==> src/rtl/mas_pkg.sv <==
// ----------------------------------------------------------------------------
// mas_pkg
// Shared sizes, codes and sequencer states for the middle access stack.
// ----------------------------------------------------------------------------
package mas_pkg;

  // pool size and derived widths
  localparam int DEPTH = 64;
  localparam int DW    = 32;
  localparam int AW    = $clog2(DEPTH);
  localparam int CW    = $clog2(DEPTH + 1);

  // action codes
  typedef enum logic [1:0] {
    ACT_PUSH     = 2'd0,
    ACT_POP      = 2'd1,
    ACT_READ_MID = 2'd2,
    ACT_DEL_MID  = 2'd3
  } action_t;

  // result status codes
  typedef enum logic [1:0] {
    ST_OK    = 2'd0,
    ST_EMPTY = 2'd1,
    ST_FULL  = 2'd2
  } status_t;

  // sequencer steps
  typedef enum logic [2:0] {
    S_IDLE,
    S_A,
    S_B,
    S_C,
    S_D
  } state_t;

endpackage

==> src/rtl/middle_access_stack_unit.sv <==
// a transaction accepted while idle runs through the four sequencer steps S_A to S_D, which
//   share one read and one write port on each of the value and link memories; busy stays
//   high until the result strobe is registered, so transactions never overlap
// reset: synchronous active-low rst_n empties the stack; memories are not cleared
// the result is shown for one cycle on out_valid and cannot be stalled
// ----------------------------------------------------------------------------
// middle_access_stack_unit
// Bounded stack kept as a doubly linked list in a slot pool, with a pointer
// to the middle element; push, pop, read middle and delete middle.
// ----------------------------------------------------------------------------
module middle_access_stack_unit (
  input  logic               clk,
  input  logic               rst_n,
  input  logic               start,
  output logic               busy,
  input  logic [1:0]         in_action,
  input  logic signed [31:0] in_push_value,
  output logic               out_valid,
  output logic signed [31:0] out_result_value,
  output logic [1:0]         out_status,
  output logic [6:0]         out_depth_now
);

  localparam int AW = mas_pkg::AW;
  localparam int CW = mas_pkg::CW;
  localparam int DW = mas_pkg::DW;

  // sequencer and transaction registers
  mas_pkg::state_t  state_r, state_nxt;
  mas_pkg::action_t act_r, act_nxt;
  mas_pkg::status_t status_r, status_nxt;
  logic [DW-1:0]    pval_r, pval_nxt;
  logic [DW-1:0]    val_r, val_nxt;
  logic [AW-1:0]    slot_r, slot_nxt;

  // stack bookkeeping
  logic [AW-1:0]    top_r, top_nxt;
  logic [AW-1:0]    mid_r, mid_nxt;
  logic [CW-1:0]    cnt_r, cnt_nxt;
  logic [CW-1:0]    fresh_r, fresh_nxt;
  logic [AW-1:0]    fhead_r, fhead_nxt;
  logic [CW-1:0]    fcnt_r, fcnt_nxt;

  // result registers
  logic             out_valid_r, out_valid_nxt;
  logic [DW-1:0]    res_val_r, res_val_nxt;
  logic [1:0]       res_st_r, res_st_nxt;
  logic [6:0]       res_dep_r, res_dep_nxt;

  // memory ports
  logic [DW-1:0] val_mem [mas_pkg::DEPTH];
  logic [AW-1:0] lt_mem  [mas_pkg::DEPTH];
  logic [AW-1:0] lb_mem  [mas_pkg::DEPTH];

  logic          val_we, lt_we, lb_we;
  logic [AW-1:0] val_wa, lt_wa, lb_wa;
  logic [DW-1:0] val_wd;
  logic [AW-1:0] lt_wd, lb_wd;
  logic [AW-1:0] val_ra, lt_ra, lb_ra;
  logic [DW-1:0] val_rd;
  logic [AW-1:0] lt_rd, lb_rd;

  logic          ok;

  // slot value memory
  always_ff @(posedge clk) begin
    if (val_we) begin
      val_mem[val_wa] <= val_wd;
    end
    val_rd <= val_mem[val_ra];
  end

  // toward-top link memory
  always_ff @(posedge clk) begin
    if (lt_we) begin
      lt_mem[lt_wa] <= lt_wd;
    end
    lt_rd <= lt_mem[lt_ra];
  end

  // toward-bottom link memory, also chains the free list
  always_ff @(posedge clk) begin
    if (lb_we) begin
      lb_mem[lb_wa] <= lb_wd;
    end
    lb_rd <= lb_mem[lb_ra];
  end

  // state register
  always_ff @(posedge clk) begin
    if (!rst_n) begin
      state_r <= mas_pkg::S_IDLE;
    end else begin
      state_r <= state_nxt;
    end
  end

  // control registers
  always_ff @(posedge clk) begin
    if (!rst_n) begin
      top_r       <= '0;
      mid_r       <= '0;
      cnt_r       <= '0;
      fresh_r     <= '0;
      fhead_r     <= '0;
      fcnt_r      <= '0;
      out_valid_r <= 1'b0;
    end else begin
      top_r       <= top_nxt;
      mid_r       <= mid_nxt;
      cnt_r       <= cnt_nxt;
      fresh_r     <= fresh_nxt;
      fhead_r     <= fhead_nxt;
      fcnt_r      <= fcnt_nxt;
      out_valid_r <= out_valid_nxt;
    end
  end

  // payload registers
  always_ff @(posedge clk) begin
    act_r     <= act_nxt;
    status_r  <= status_nxt;
    pval_r    <= pval_nxt;
    val_r     <= val_nxt;
    slot_r    <= slot_nxt;
    res_val_r <= res_val_nxt;
    res_st_r  <= res_st_nxt;
    res_dep_r <= res_dep_nxt;
  end

  assign ok = (status_r == mas_pkg::ST_OK);

  // sequencer: next state, bookkeeping and memory control
  always_comb begin
    state_nxt     = state_r;
    act_nxt       = act_r;
    status_nxt    = status_r;
    pval_nxt      = pval_r;
    val_nxt       = val_r;
    slot_nxt      = slot_r;
    top_nxt       = top_r;
    mid_nxt       = mid_r;
    cnt_nxt       = cnt_r;
    fresh_nxt     = fresh_r;
    fhead_nxt     = fhead_r;
    fcnt_nxt      = fcnt_r;
    out_valid_nxt = 1'b0;
    res_val_nxt   = res_val_r;
    res_st_nxt    = res_st_r;
    res_dep_nxt   = res_dep_r;
    val_we = 1'b0;
    val_wa = '0;
    val_wd = '0;
    val_ra = '0;
    lt_we  = 1'b0;
    lt_wa  = '0;
    lt_wd  = '0;
    lt_ra  = '0;
    lb_we  = 1'b0;
    lb_wa  = '0;
    lb_wd  = '0;
    lb_ra  = '0;

    case (state_r)
      // take a transaction and decide empty or full up front
      mas_pkg::S_IDLE: begin
        if (start) begin
          act_nxt  = mas_pkg::action_t'(in_action);
          pval_nxt = DW'(in_push_value);
          val_nxt  = '0;
          if (mas_pkg::action_t'(in_action) == mas_pkg::ACT_PUSH) begin
            status_nxt = (cnt_r == CW'(mas_pkg::DEPTH)) ? mas_pkg::ST_FULL : mas_pkg::ST_OK;
          end else begin
            status_nxt = (cnt_r == '0) ? mas_pkg::ST_EMPTY : mas_pkg::ST_OK;
          end
          state_nxt = mas_pkg::S_A;
        end
      end

      // pick the slot, write a pushed value and issue the first reads
      mas_pkg::S_A: begin
        if (ok) begin
          case (act_r)
            mas_pkg::ACT_PUSH: begin
              slot_nxt = (fcnt_r != '0) ? fhead_r : fresh_r[AW-1:0];
              val_we   = 1'b1;
              val_wa   = slot_nxt;
              val_wd   = pval_r;
              lt_we    = 1'b1;
              lt_wa    = slot_nxt;
              lt_wd    = '0;
              lb_ra    = fhead_r;
            end
            mas_pkg::ACT_POP: begin
              slot_nxt = top_r;
              val_ra   = top_r;
              lb_ra    = top_r;
            end
            mas_pkg::ACT_READ_MID: begin
              val_ra = mid_r;
            end
            mas_pkg::ACT_DEL_MID: begin
              slot_nxt = mid_r;
              val_ra   = mid_r;
              lt_ra    = mid_r;
              lb_ra    = mid_r;
            end
            default: begin
            end
          endcase
        end
        state_nxt = mas_pkg::S_B;
      end

      // capture read data, relink around the slot and update top, middle and count
      mas_pkg::S_B: begin
        if (ok) begin
          case (act_r)
            mas_pkg::ACT_PUSH: begin
              if (fcnt_r != '0) begin
                fhead_nxt = lb_rd;
                fcnt_nxt  = fcnt_r - CW'(1);
              end else begin
                fresh_nxt = fresh_r + CW'(1);
              end
              lb_we = 1'b1;
              lb_wa = slot_r;
              lb_wd = (cnt_r == '0) ? '0 : top_r;
              if (cnt_r != '0) begin
                lt_we = 1'b1;
                lt_wa = top_r;
                lt_wd = slot_r;
              end else begin
                mid_nxt = slot_r;
              end
              top_nxt = slot_r;
              cnt_nxt = cnt_r + CW'(1);
            end
            mas_pkg::ACT_POP: begin
              val_nxt = val_rd;
              top_nxt = lb_rd;
              cnt_nxt = cnt_r - CW'(1);
              if (cnt_r != CW'(1)) begin
                lt_we = 1'b1;
                lt_wa = lb_rd;
                lt_wd = '0;
              end
              lb_ra = mid_r;
            end
            mas_pkg::ACT_READ_MID: begin
              val_nxt = val_rd;
            end
            mas_pkg::ACT_DEL_MID: begin
              val_nxt = val_rd;
              cnt_nxt = cnt_r - CW'(1);
              if (cnt_r == CW'(1)) begin
                top_nxt = '0;
                mid_nxt = '0;
              end else if (cnt_r == CW'(2)) begin
                // the middle is the top when two are stacked
                top_nxt = lb_rd;
                mid_nxt = lb_rd;
                lt_we   = 1'b1;
                lt_wa   = lb_rd;
                lt_wd   = '0;
              end else begin
                // odd count moves the middle up, even count moves it down
                mid_nxt = cnt_r[0] ? lt_rd : lb_rd;
                lb_we   = 1'b1;
                lb_wa   = lt_rd;
                lb_wd   = lb_rd;
                lt_we   = 1'b1;
                lt_wa   = lb_rd;
                lt_wd   = lt_rd;
              end
            end
            default: begin
            end
          endcase
        end
        state_nxt = mas_pkg::S_C;
      end

      // free the slot, move the middle down on a pop that leaves an odd count, or fetch the middle's upper neighbor
      mas_pkg::S_C: begin
        if (ok) begin
          case (act_r)
            mas_pkg::ACT_PUSH: begin
              lt_ra = mid_r;
            end
            mas_pkg::ACT_POP, mas_pkg::ACT_DEL_MID: begin
              if (act_r == mas_pkg::ACT_POP && cnt_r[0]) begin
                mid_nxt = lb_rd;
              end
              lb_we     = 1'b1;
              lb_wa     = slot_r;
              lb_wd     = fhead_r;
              fhead_nxt = slot_r;
              fcnt_nxt  = fcnt_r + CW'(1);
            end
            default: begin
            end
          endcase
        end
        state_nxt = mas_pkg::S_D;
      end

      // final middle move on push and result out
      mas_pkg::S_D: begin
        if (ok && act_r == mas_pkg::ACT_PUSH && !cnt_r[0]) begin
          mid_nxt = lt_rd;
        end
        out_valid_nxt = 1'b1;
        res_val_nxt   = val_r;
        res_st_nxt    = status_r;
        res_dep_nxt   = 7'(cnt_r);
        state_nxt     = mas_pkg::S_IDLE;
      end

      default: begin
        state_nxt = mas_pkg::S_IDLE;
      end
    endcase
  end

  // ports
  assign busy             = (state_r != mas_pkg::S_IDLE);
  assign out_valid        = out_valid_r;
  assign out_result_value = signed'(res_val_r);
  assign out_status       = res_st_r;
  assign out_depth_now    = res_dep_r;

endmodule

==> config.mk <==
export PLATFORM = sky130hd
export DESIGN_NAME = middle_access_stack_unit
export DESIGN_NICKNAME = d
export VERILOG_FILES = /design/src/rtl/mas_pkg.sv /design/src/rtl/middle_access_stack_unit.sv
export SDC_FILE = /design/constraint.sdc
export NUM_CORES = 2
export LEC_CHECK = 0
export ABC_AREA = 1
export BUFFER_PORTS_ARGS = -buffer_cell sky130_fd_sc_hd__buf_2
export CELL_PAD_IN_SITES_DETAIL_PLACEMENT = 1
export CELL_PAD_IN_SITES_GLOBAL_PLACEMENT = 2
export CORE_AREA = 4 4 714 646
export DETAILED_ROUTE_END_ITERATION = 10
export DIE_AREA = 0 0 718 650
export GPL_TIMING_DRIVEN = 0
export HOLD_SLACK_MARGIN = 0.15
export PLACE_DENSITY_LB_ADDON = 0.1
export SLEW_MARGIN = 20
export SYNTH_ARGS = -nofsm -noshare
export SYNTH_HDL_FRONTEND = slang
export SYNTH_SLANG_ARGS = --single-unit
==> constraint.sdc <==
create_clock -name clk -period 8.9 [get_ports clk]
set_clock_uncertainty 0.15 [all_clocks]
set_input_delay 0.445 -clock clk [delete_from_list [all_inputs] [get_ports clk]]
set_output_delay 0.445 -clock clk [all_outputs]
set_load 0.01 [all_outputs]
After elaboration in Yosys (flattened, before gate mapping). Memory sizes are Yosys's and may differ from the RTL's. A register that Yosys moved wholly into a read port is not among the register bits. Cells that the tools add are included. W data, S select, Z words.

Bits in registers: 158. Bits in writable memories: 2816. Bits of input ports: 37. Output and inout port bits: 43. Memories: 3. Word-level logic and storage cells: 181.

Bitwise gates (word level): 1. Reduce and logical (&&, ||, !) cells: 28. Mux-type cells: 105. Equal/unequal tests: 23. Add/sub/neg operators: 5.

Memory list: val_mem (words 64, bits a word 32, rd ports 1, clocked after Yosys merged registers in 1, wr ports 1, line middle_access_stack_unit.sv:51) `logic [DW-1:0] val_mem [mas_pkg::DEPTH];`; lb_mem (words 64, bits a word 6, rd ports 1, clocked after Yosys merged registers in 1, wr ports 1, line middle_access_stack_unit.sv:53) `logic [AW-1:0] lb_mem [mas_pkg::DEPTH];`; lt_mem (words 64, bits a word 6, rd ports 1, clocked after Yosys merged registers in 1, wr ports 1, line middle_access_stack_unit.sv:52) `logic [AW-1:0] lt_mem [mas_pkg::DEPTH];`.

Operator list (number): $mux W6 (47); $mux W32 (6); $pmux W6 S2 (11); $pmux W6 S3 (5); $pmux W32 S2 (1); $mux W7 (5); $pmux W7 S2 (2); $add A7 B1 Y7 const B (3); $mux W1 (20); $ne A2 B2 Y1 const B (9); $reduce_bool A7 Y1 (2); $sub A7 B1 Y7 const B (2); $pmux W3 S4 (1); $reduce_and A4 Y1 (3); $ne A3 B3 Y1 const B (3); $reduce_bool A3 Y1 (3); $reduce_and A8 Y1 (1); $eq A7 B1 Y1 const B (1); $eq A7 B2 Y1 const B (1); $eq A7 B7 Y1 const B (1); $logic_not A7 Y1 (1); $ne A7 B1 Y1 const B (1); $eq A3 B2 Y1 const B (2); $logic_not A2 Y1 (3); 18 further kinds (28).

Longest topological paths before layout.
Depth in word-level cells: 8. Mapped depth: 17. Mapped depth without buffers: 15.

Worst setup path after synthesis. OpenSTA, ideal clock, no wires.

Path type: flip-flop to flip-flop. Start point: register cnt_r[0]. End point: memory lt_mem[0][5] (netlist bit), data pin. Stages on the path, launching flop included: 10. Buffers on the path: 0. Arrival time: 3.993 ns. Required time: 8.029 ns. Slack: 4.035 ns. Setup time: 0.721 ns. Clock period less this slack: 4.865 ns. Cell sequence: dfxtp_1 > inv_1 > ha_1 > nand3_1 > inv_1 > nor2_2 > nand2_1 > o21ai_1 > inv_1 > a211oi_1.

Cells in the longest elaborated chain, start to end: 6. Elaborated cells between the ends (all ways): 9. Those cells by class: eq/ne (2); mux (6); reduce/logical (1).

Ends and longest elaborated chain: start, declared (line middle_access_stack_unit.sv:39) `logic [CW-1:0] cnt_r, cnt_nxt;`; start signal, assigned (line middle_access_stack_unit.sv:111) `cnt_r <= cnt_nxt;`; $eq A7 B2 Y1 (line middle_access_stack_unit.sv:259) `end else if (cnt_r == CW'(2)) begin`; $mux W6 (line middle_access_stack_unit.sv:259); $mux W6 (line middle_access_stack_unit.sv:256) `if (cnt_r == CW'(1)) begin`; $pmux W6 S2 * (line middle_access_stack_unit.sv:218) `case (act_r)`; $mux W6 * (line middle_access_stack_unit.sv:217) `if (ok) begin`; $mux W6 *; net lt_wd[5] (line middle_access_stack_unit.sv:58) `logic [AW-1:0] lt_wd, lb_wd;`; end, declared (line middle_access_stack_unit.sv:52).

Mark *: on every way through the listed nets, which the timed path passes. The rest lies on a longest branch.

Worst setup path in the final report.
Start point: register status_r[1]. End point: register val_rd[13], read port of val_mem.

Cells in the longest elaborated chain, start to end: 3.

Ends and longest elaborated chain: start, declared (line middle_access_stack_unit.sv:31) `mas_pkg::status_t status_r, status_nxt;`; start signal, assigned (line middle_access_stack_unit.sv:122) `status_r <= status_nxt;`; $logic_not A2 Y1 (line middle_access_stack_unit.sv:131) `assign ok = (status_r == mas_pkg::ST_OK);`; $mux W6 (line middle_access_stack_unit.sv:182) `if (ok) begin`; $mux W6 (line middle_access_stack_unit.sv:164) `case (state_r)`; end, declared (line middle_access_stack_unit.sv:60) `logic [DW-1:0] val_rd;`.

No other way between the ends. A chain may end at the register's enable or synchronous reset.

==> impl_metrics.sql <==
INSERT INTO impl_metrics (metric_group, metric, value, unit) VALUES
('status', 'run_status', 'complete, no violations', ''),
('clocking', 'h-tree-depth', '5', ''),
('die', 'floorplan.rows', '235', ''),
('synth', 'synth_warnings', '0', ''),
('synth', 'synthTopCellsByCount', 'sky130_fd_sc_hd__edfxtp_1 (2931), sky130_fd_sc_hd__nand3_1 (2702), sky130_fd_sc_hd__nand2_1 (2130)', ''),
('clocking', 'buffers_from_clock_root_to_sink_at_most', '4', ''),
('sta', 'slew_headroom', '0.192', ''),
('critical_path', 'worst_ep_arrival_time', '6.97', 'ns'),
('power', 'total_leakage_power', '60.2', 'nW'),
('synth', 'synth_area', '131000', 'um2'),
('sta', 'timing.final.setup_violations', '0', ''),
('synth', 'synth-edff-count', '2931', ''),
('synth', 'netlist-cell-type-count', '49', ''),
('route', 'routed_wirelength', '550', 'mm'),
('synth', 'ys.flop_type', 'sky130_fd_sc_hd__edfxtp_1', ''),
('synth', 'synth_cells', '11914', ''),
('sta', 'slew_violations', '0', ''),
('sta', 'max_slew.worst_pin.slew', '1.21', 'ns'),
('route', 'post-route-drc-count', '0', ''),
('finish', 'area_growth_syn_to_layout', '19.8', '%'),
('synth', 'synthesis.area_per_instance', '11.0', 'um2'),
('clocking', 'ctsRootBufferMaster', 'sky130_fd_sc_hd__clkbuf_16', ''),
('critical_path', 'worst_setup_path_end_kind', 'register', ''),
('clocking', 'post_cts_resized', '0', ''),
('synth', 'ys_ff_latch', '3017', ''),
('grt', 'global_route.usage.total', '0.229', ''),
('route', 'detail_route.first_pass.iterations', '6', ''),
('grt', 'grt_overflow_total', '0', ''),
('critical_path', 'cpPeakStageDelay', '0.71', 'ns'),
('synth', 'netlist.top_cell.by_area', 'sky130_fd_sc_hd__edfxtp_1', ''),
('synth', 'synth.most_common_cell', 'sky130_fd_sc_hd__edfxtp_1', ''),
('die', 'die_h', '650', 'um'),
('clocking', 'cts.sinks', '3017', ''),
('critical_path', 'crit_top_cell', 'sky130_fd_sc_hd__nand3_1', ''),
('die', 'ios', '80', ''),
('die', 'dieArea', '467000', 'um2'),
('synth', 'ys_seq_area_frac', '0.684', ''),
('placement', 'gp_congestion', '0.901', ''),
('clocking', 'clkSlewWorstSetupHoldPaths', '0.06', 'ns'),
('route', 'drt-vias-per-instance', '4.90', ''),
('power', 'vdd.ir_drop.worst', '0.000168', 'V'),
('hold_path', 'min-delay-path-class', 'register to register', ''),
('critical_path', 'criticalPathCategory', 'register to register', ''),
('grt', 'grt_start_max_net_pins', '40', ''),
('route', 'ant_nets', '0', ''),
('sta', 'timing.final.hold_violations', '0', ''),
('power', 'power_density', '195', 'nW/um2'),
('sta', 'finalSetupTns', '0', 'ns'),
('sta', 'unrepaired_setup_endpoints_after_global_routing', 'no', ''),
('grt', 'antenna_found_initial', '45', ''),
('route', 'post_drt_wl_per_cell', '28.9', 'um'),
('synth', 'post-synth-top-area-fraction', '0.671', ''),
('sta', 'fmaxAchievable', '159', 'MHz'),
('flow_run', 'drv_cap', '0', ''),
('placement', 'io_buffers', '79', ''),
('critical_path', 'critical_path_required', '9.60', 'ns'),
('finish', 'finish.net_count', '12713', ''),
('sta', 'period_share', '0.705', ''),
('critical_path', 'critical-path-slowest-cell', 'sky130_fd_sc_hd__buf_2', ''),
('critical_path', 'crit_chain', 'nor2_2 > nand3_2 > nor2_4 > nand2_1 > inv_2 > buf_4 > buf_2 > buf_2 > nand3_1 > nand3_1 > nand3_1 > nand3_1 > nand3_1 > nand2_1', ''),
('critical_path', 'critical_path.max_fanout', '11', ''),
('synth', 'asyncSetResetFlopFracSynth', '0', ''),
('synth', 'mappedNetlistNets', '11968', ''),
('grt', 'number_of_global_route_vias_before_repair', '95121', ''),
('placement', 'hpwlAfterDp', '409', 'mm'),
('clocking', 'clock_tree_from_tritoncts', 'done', ''),
('clocking', 'insertion_delay', '0.96', 'ns'),
('route', 'detailed_route_via_count', '93097', ''),
('die', 'initial_utilization', '0.289', ''),
('die', 'core', '454000', 'um2'),
('synth', 'yosys-top-cells-area', 'sky130_fd_sc_hd__edfxtp_1 (67%), sky130_fd_sc_hd__nand3_1 (10%), sky130_fd_sc_hd__nand2_1 (6.1%), sky130_fd_sc_hd__nand3b_1 (5.1%), sky130_fd_sc_hd__inv_1 (5.0%)', ''),
('power', 'p_total', '30.7', 'mW'),
('sta', 'final_critical_period', '6.28', 'ns'),
('critical_path', 'startpoint_type', 'register', ''),
('grt', 'grt_pass1_wl', '760', 'mm'),
('finish', 'drive_gt1_frac', '0.0969', ''),
('die', 'floorplan.die.width', '718', 'um'),
('clocking', 'cts-buffers-inserted', '360', ''),
('route', 'initialDrtViolationCount', '7803', '');
-- kinds of logic after synthesis --
logic type               share of synthesized area
AND/OR/NAND/NOR                              0.226
flip-flops                                   0.684
buffers and inverters                       0.0746
AO/OA/AOI/OAI                               0.0132
adder cells (fa/ha/maj)                    0.00168
XOR/XNOR                                  0.000267
-- stage by stage --
stage / instance area, um2 / setup slack, ns / hold slack (ns) / util / instances
floorplan: 131000 / 4.04 / 0.250 / - / 11914
global placement: 139000 / -2.59 / 0.260 / 0.307 / 18036
detailed placement: 145000 / 2.84 / 0.256 / 0.321 / 18271
CTS: 157000 / 2.81 / 0.207 / 0.346 / 18980
global route: 157000 / 2.75 / 0.212 / 0.346 / 18983
finish: 157000 / 2.62 / 0.264 / 0.346 / 18992
-- cell type report --
class | instances | area [um2]
buffer | 728 | 3160
tap | 6043 | 7560
inverter | 1776 | 6670
clock buffer | 481 | 9760
fill | 49501 | 297000
timing repair buffer | 383 | 6400
antenna | 11 | 27.5
clock inverter | 160 | 1240
sequential | 3017 | 89700
multi-input combinational | 6393 | 32600
-- final timing paths --
check	slack [ns]	cells after the start	end	from
max	2.62	14	val_rd[13]	status_r[1]
min	0.26	0	out_result_value[6]	val_r[6]
min reg2reg	0.26	0	out_result_value[6]	val_r[6]
max reg2reg	2.62	14	val_rd[13]	status_r[1]
-- metal layers --
metal | vias to the layer above | part of all wire | track usage
met1 | 48017 | 0.46 | 0.316
met4 | 2 | 0.031 | 0.0651
met5 | - | 0.000024 | 0
li1 | 42307 | - | -
met2 | 2149 | 0.47 | 0.381
met3 | 622 | 0.043 | 0.0258
-- layout by cell type, fill, tap and decap left out, types with 12 or more instances in the layout --
cell type / Yosys / routed
sky130_fd_sc_hd__edfxtp_1: 2931 / 2931
sky130_fd_sc_hd__nand3_1: 2702 / 2700
sky130_fd_sc_hd__nand2_1: 2130 / 2124
sky130_fd_sc_hd__inv_1: 1764 / 1764
sky130_fd_sc_hd__nand3b_1: 889 / 889
sky130_fd_sc_hd__clkbuf_1: 338 / 415
sky130_fd_sc_hd__clkbuf_16: 0 / 368
sky130_fd_sc_hd__buf_2: 275 / 355
sky130_fd_sc_hd__nor2_1: 336 / 235
sky130_fd_sc_hd__buf_12: 0 / 131
sky130_fd_sc_hd__buf_1: 103 / 101
sky130_fd_sc_hd__nor2_4: 2 / 100
sky130_fd_sc_hd__buf_16: 0 / 92
sky130_fd_sc_hd__dfxtp_1: 86 / 86
sky130_fd_sc_hd__o211ai_1: 75 / 75
sky130_fd_sc_hd__clkinv_1: 1 / 73
sky130_fd_sc_hd__o21ai_0: 76 / 72
sky130_fd_sc_hd__dlygate4sd3_1: 0 / 68
sky130_fd_sc_hd__a21oi_1: 59 / 52
sky130_fd_sc_hd__clkinv_2: 0 / 51
sky130_fd_sc_hd__clkbuf_2: 0 / 24
sky130_fd_sc_hd__o21ai_1: 14 / 16
sky130_fd_sc_hd__ha_1: 16 / 16
sky130_fd_sc_hd__bufinv_16: 0 / 15
sky130_fd_sc_hd__a211oi_1: 14 / 13
sky130_fd_sc_hd__clkbuf_8: 0 / 13
sky130_fd_sc_hd__o22ai_1: 13 / 12
sky130_fd_sc_hd__buf_4: 11 / 12
-- report_power, final --
| part | internal, mW | leakage [nW] | switching (mW) |
|---|---|---|---|
| combinational | 0.189 | 28.4 | 0.696 |
| clock | 8.11 | 5.39 | 6.15 |
| sequential | 15.5 | 26.4 | 0.0347 |
-- critical path, delay by kind of cell, from the launching register on --
family	cells	cell delay, ns
simple gates	10	3.74
flops	1	0.57
buf+inv	4	1.63
-- timing repair --
item | CTS | global route
hold endpoints to repair | 106 | 0
hold buffers | 68 | 0
setup buffers | 0 | 0
-- state kept, by name, indices dropped and copies added, names as in the netlist --
| name | flops |
|---|---|
| fcnt_r | 7 |
| mid_r | 6 |
| val_r | 32 |
| cnt_r | 7 |
| lt_mem | 384 |
| act_r | 2 |
| pval_r | 32 |
| out_status | 2 |
| out_result_value | 32 |
| out_valid | 1 |
| fresh_r | 6 |
| lt_rd | 6 |
| status_r | 2 |
| val_rd | 32 |
| val_mem | 2048 |
| slot_r | 6 |
| lb_mem | 384 |
| out_depth_now | 7 |
| fhead_r | 6 |
| lb_rd | 6 |
| state_r | 3 |
| top_r | 6 |
Note: power is estimated with default switching activity, not from simulation.
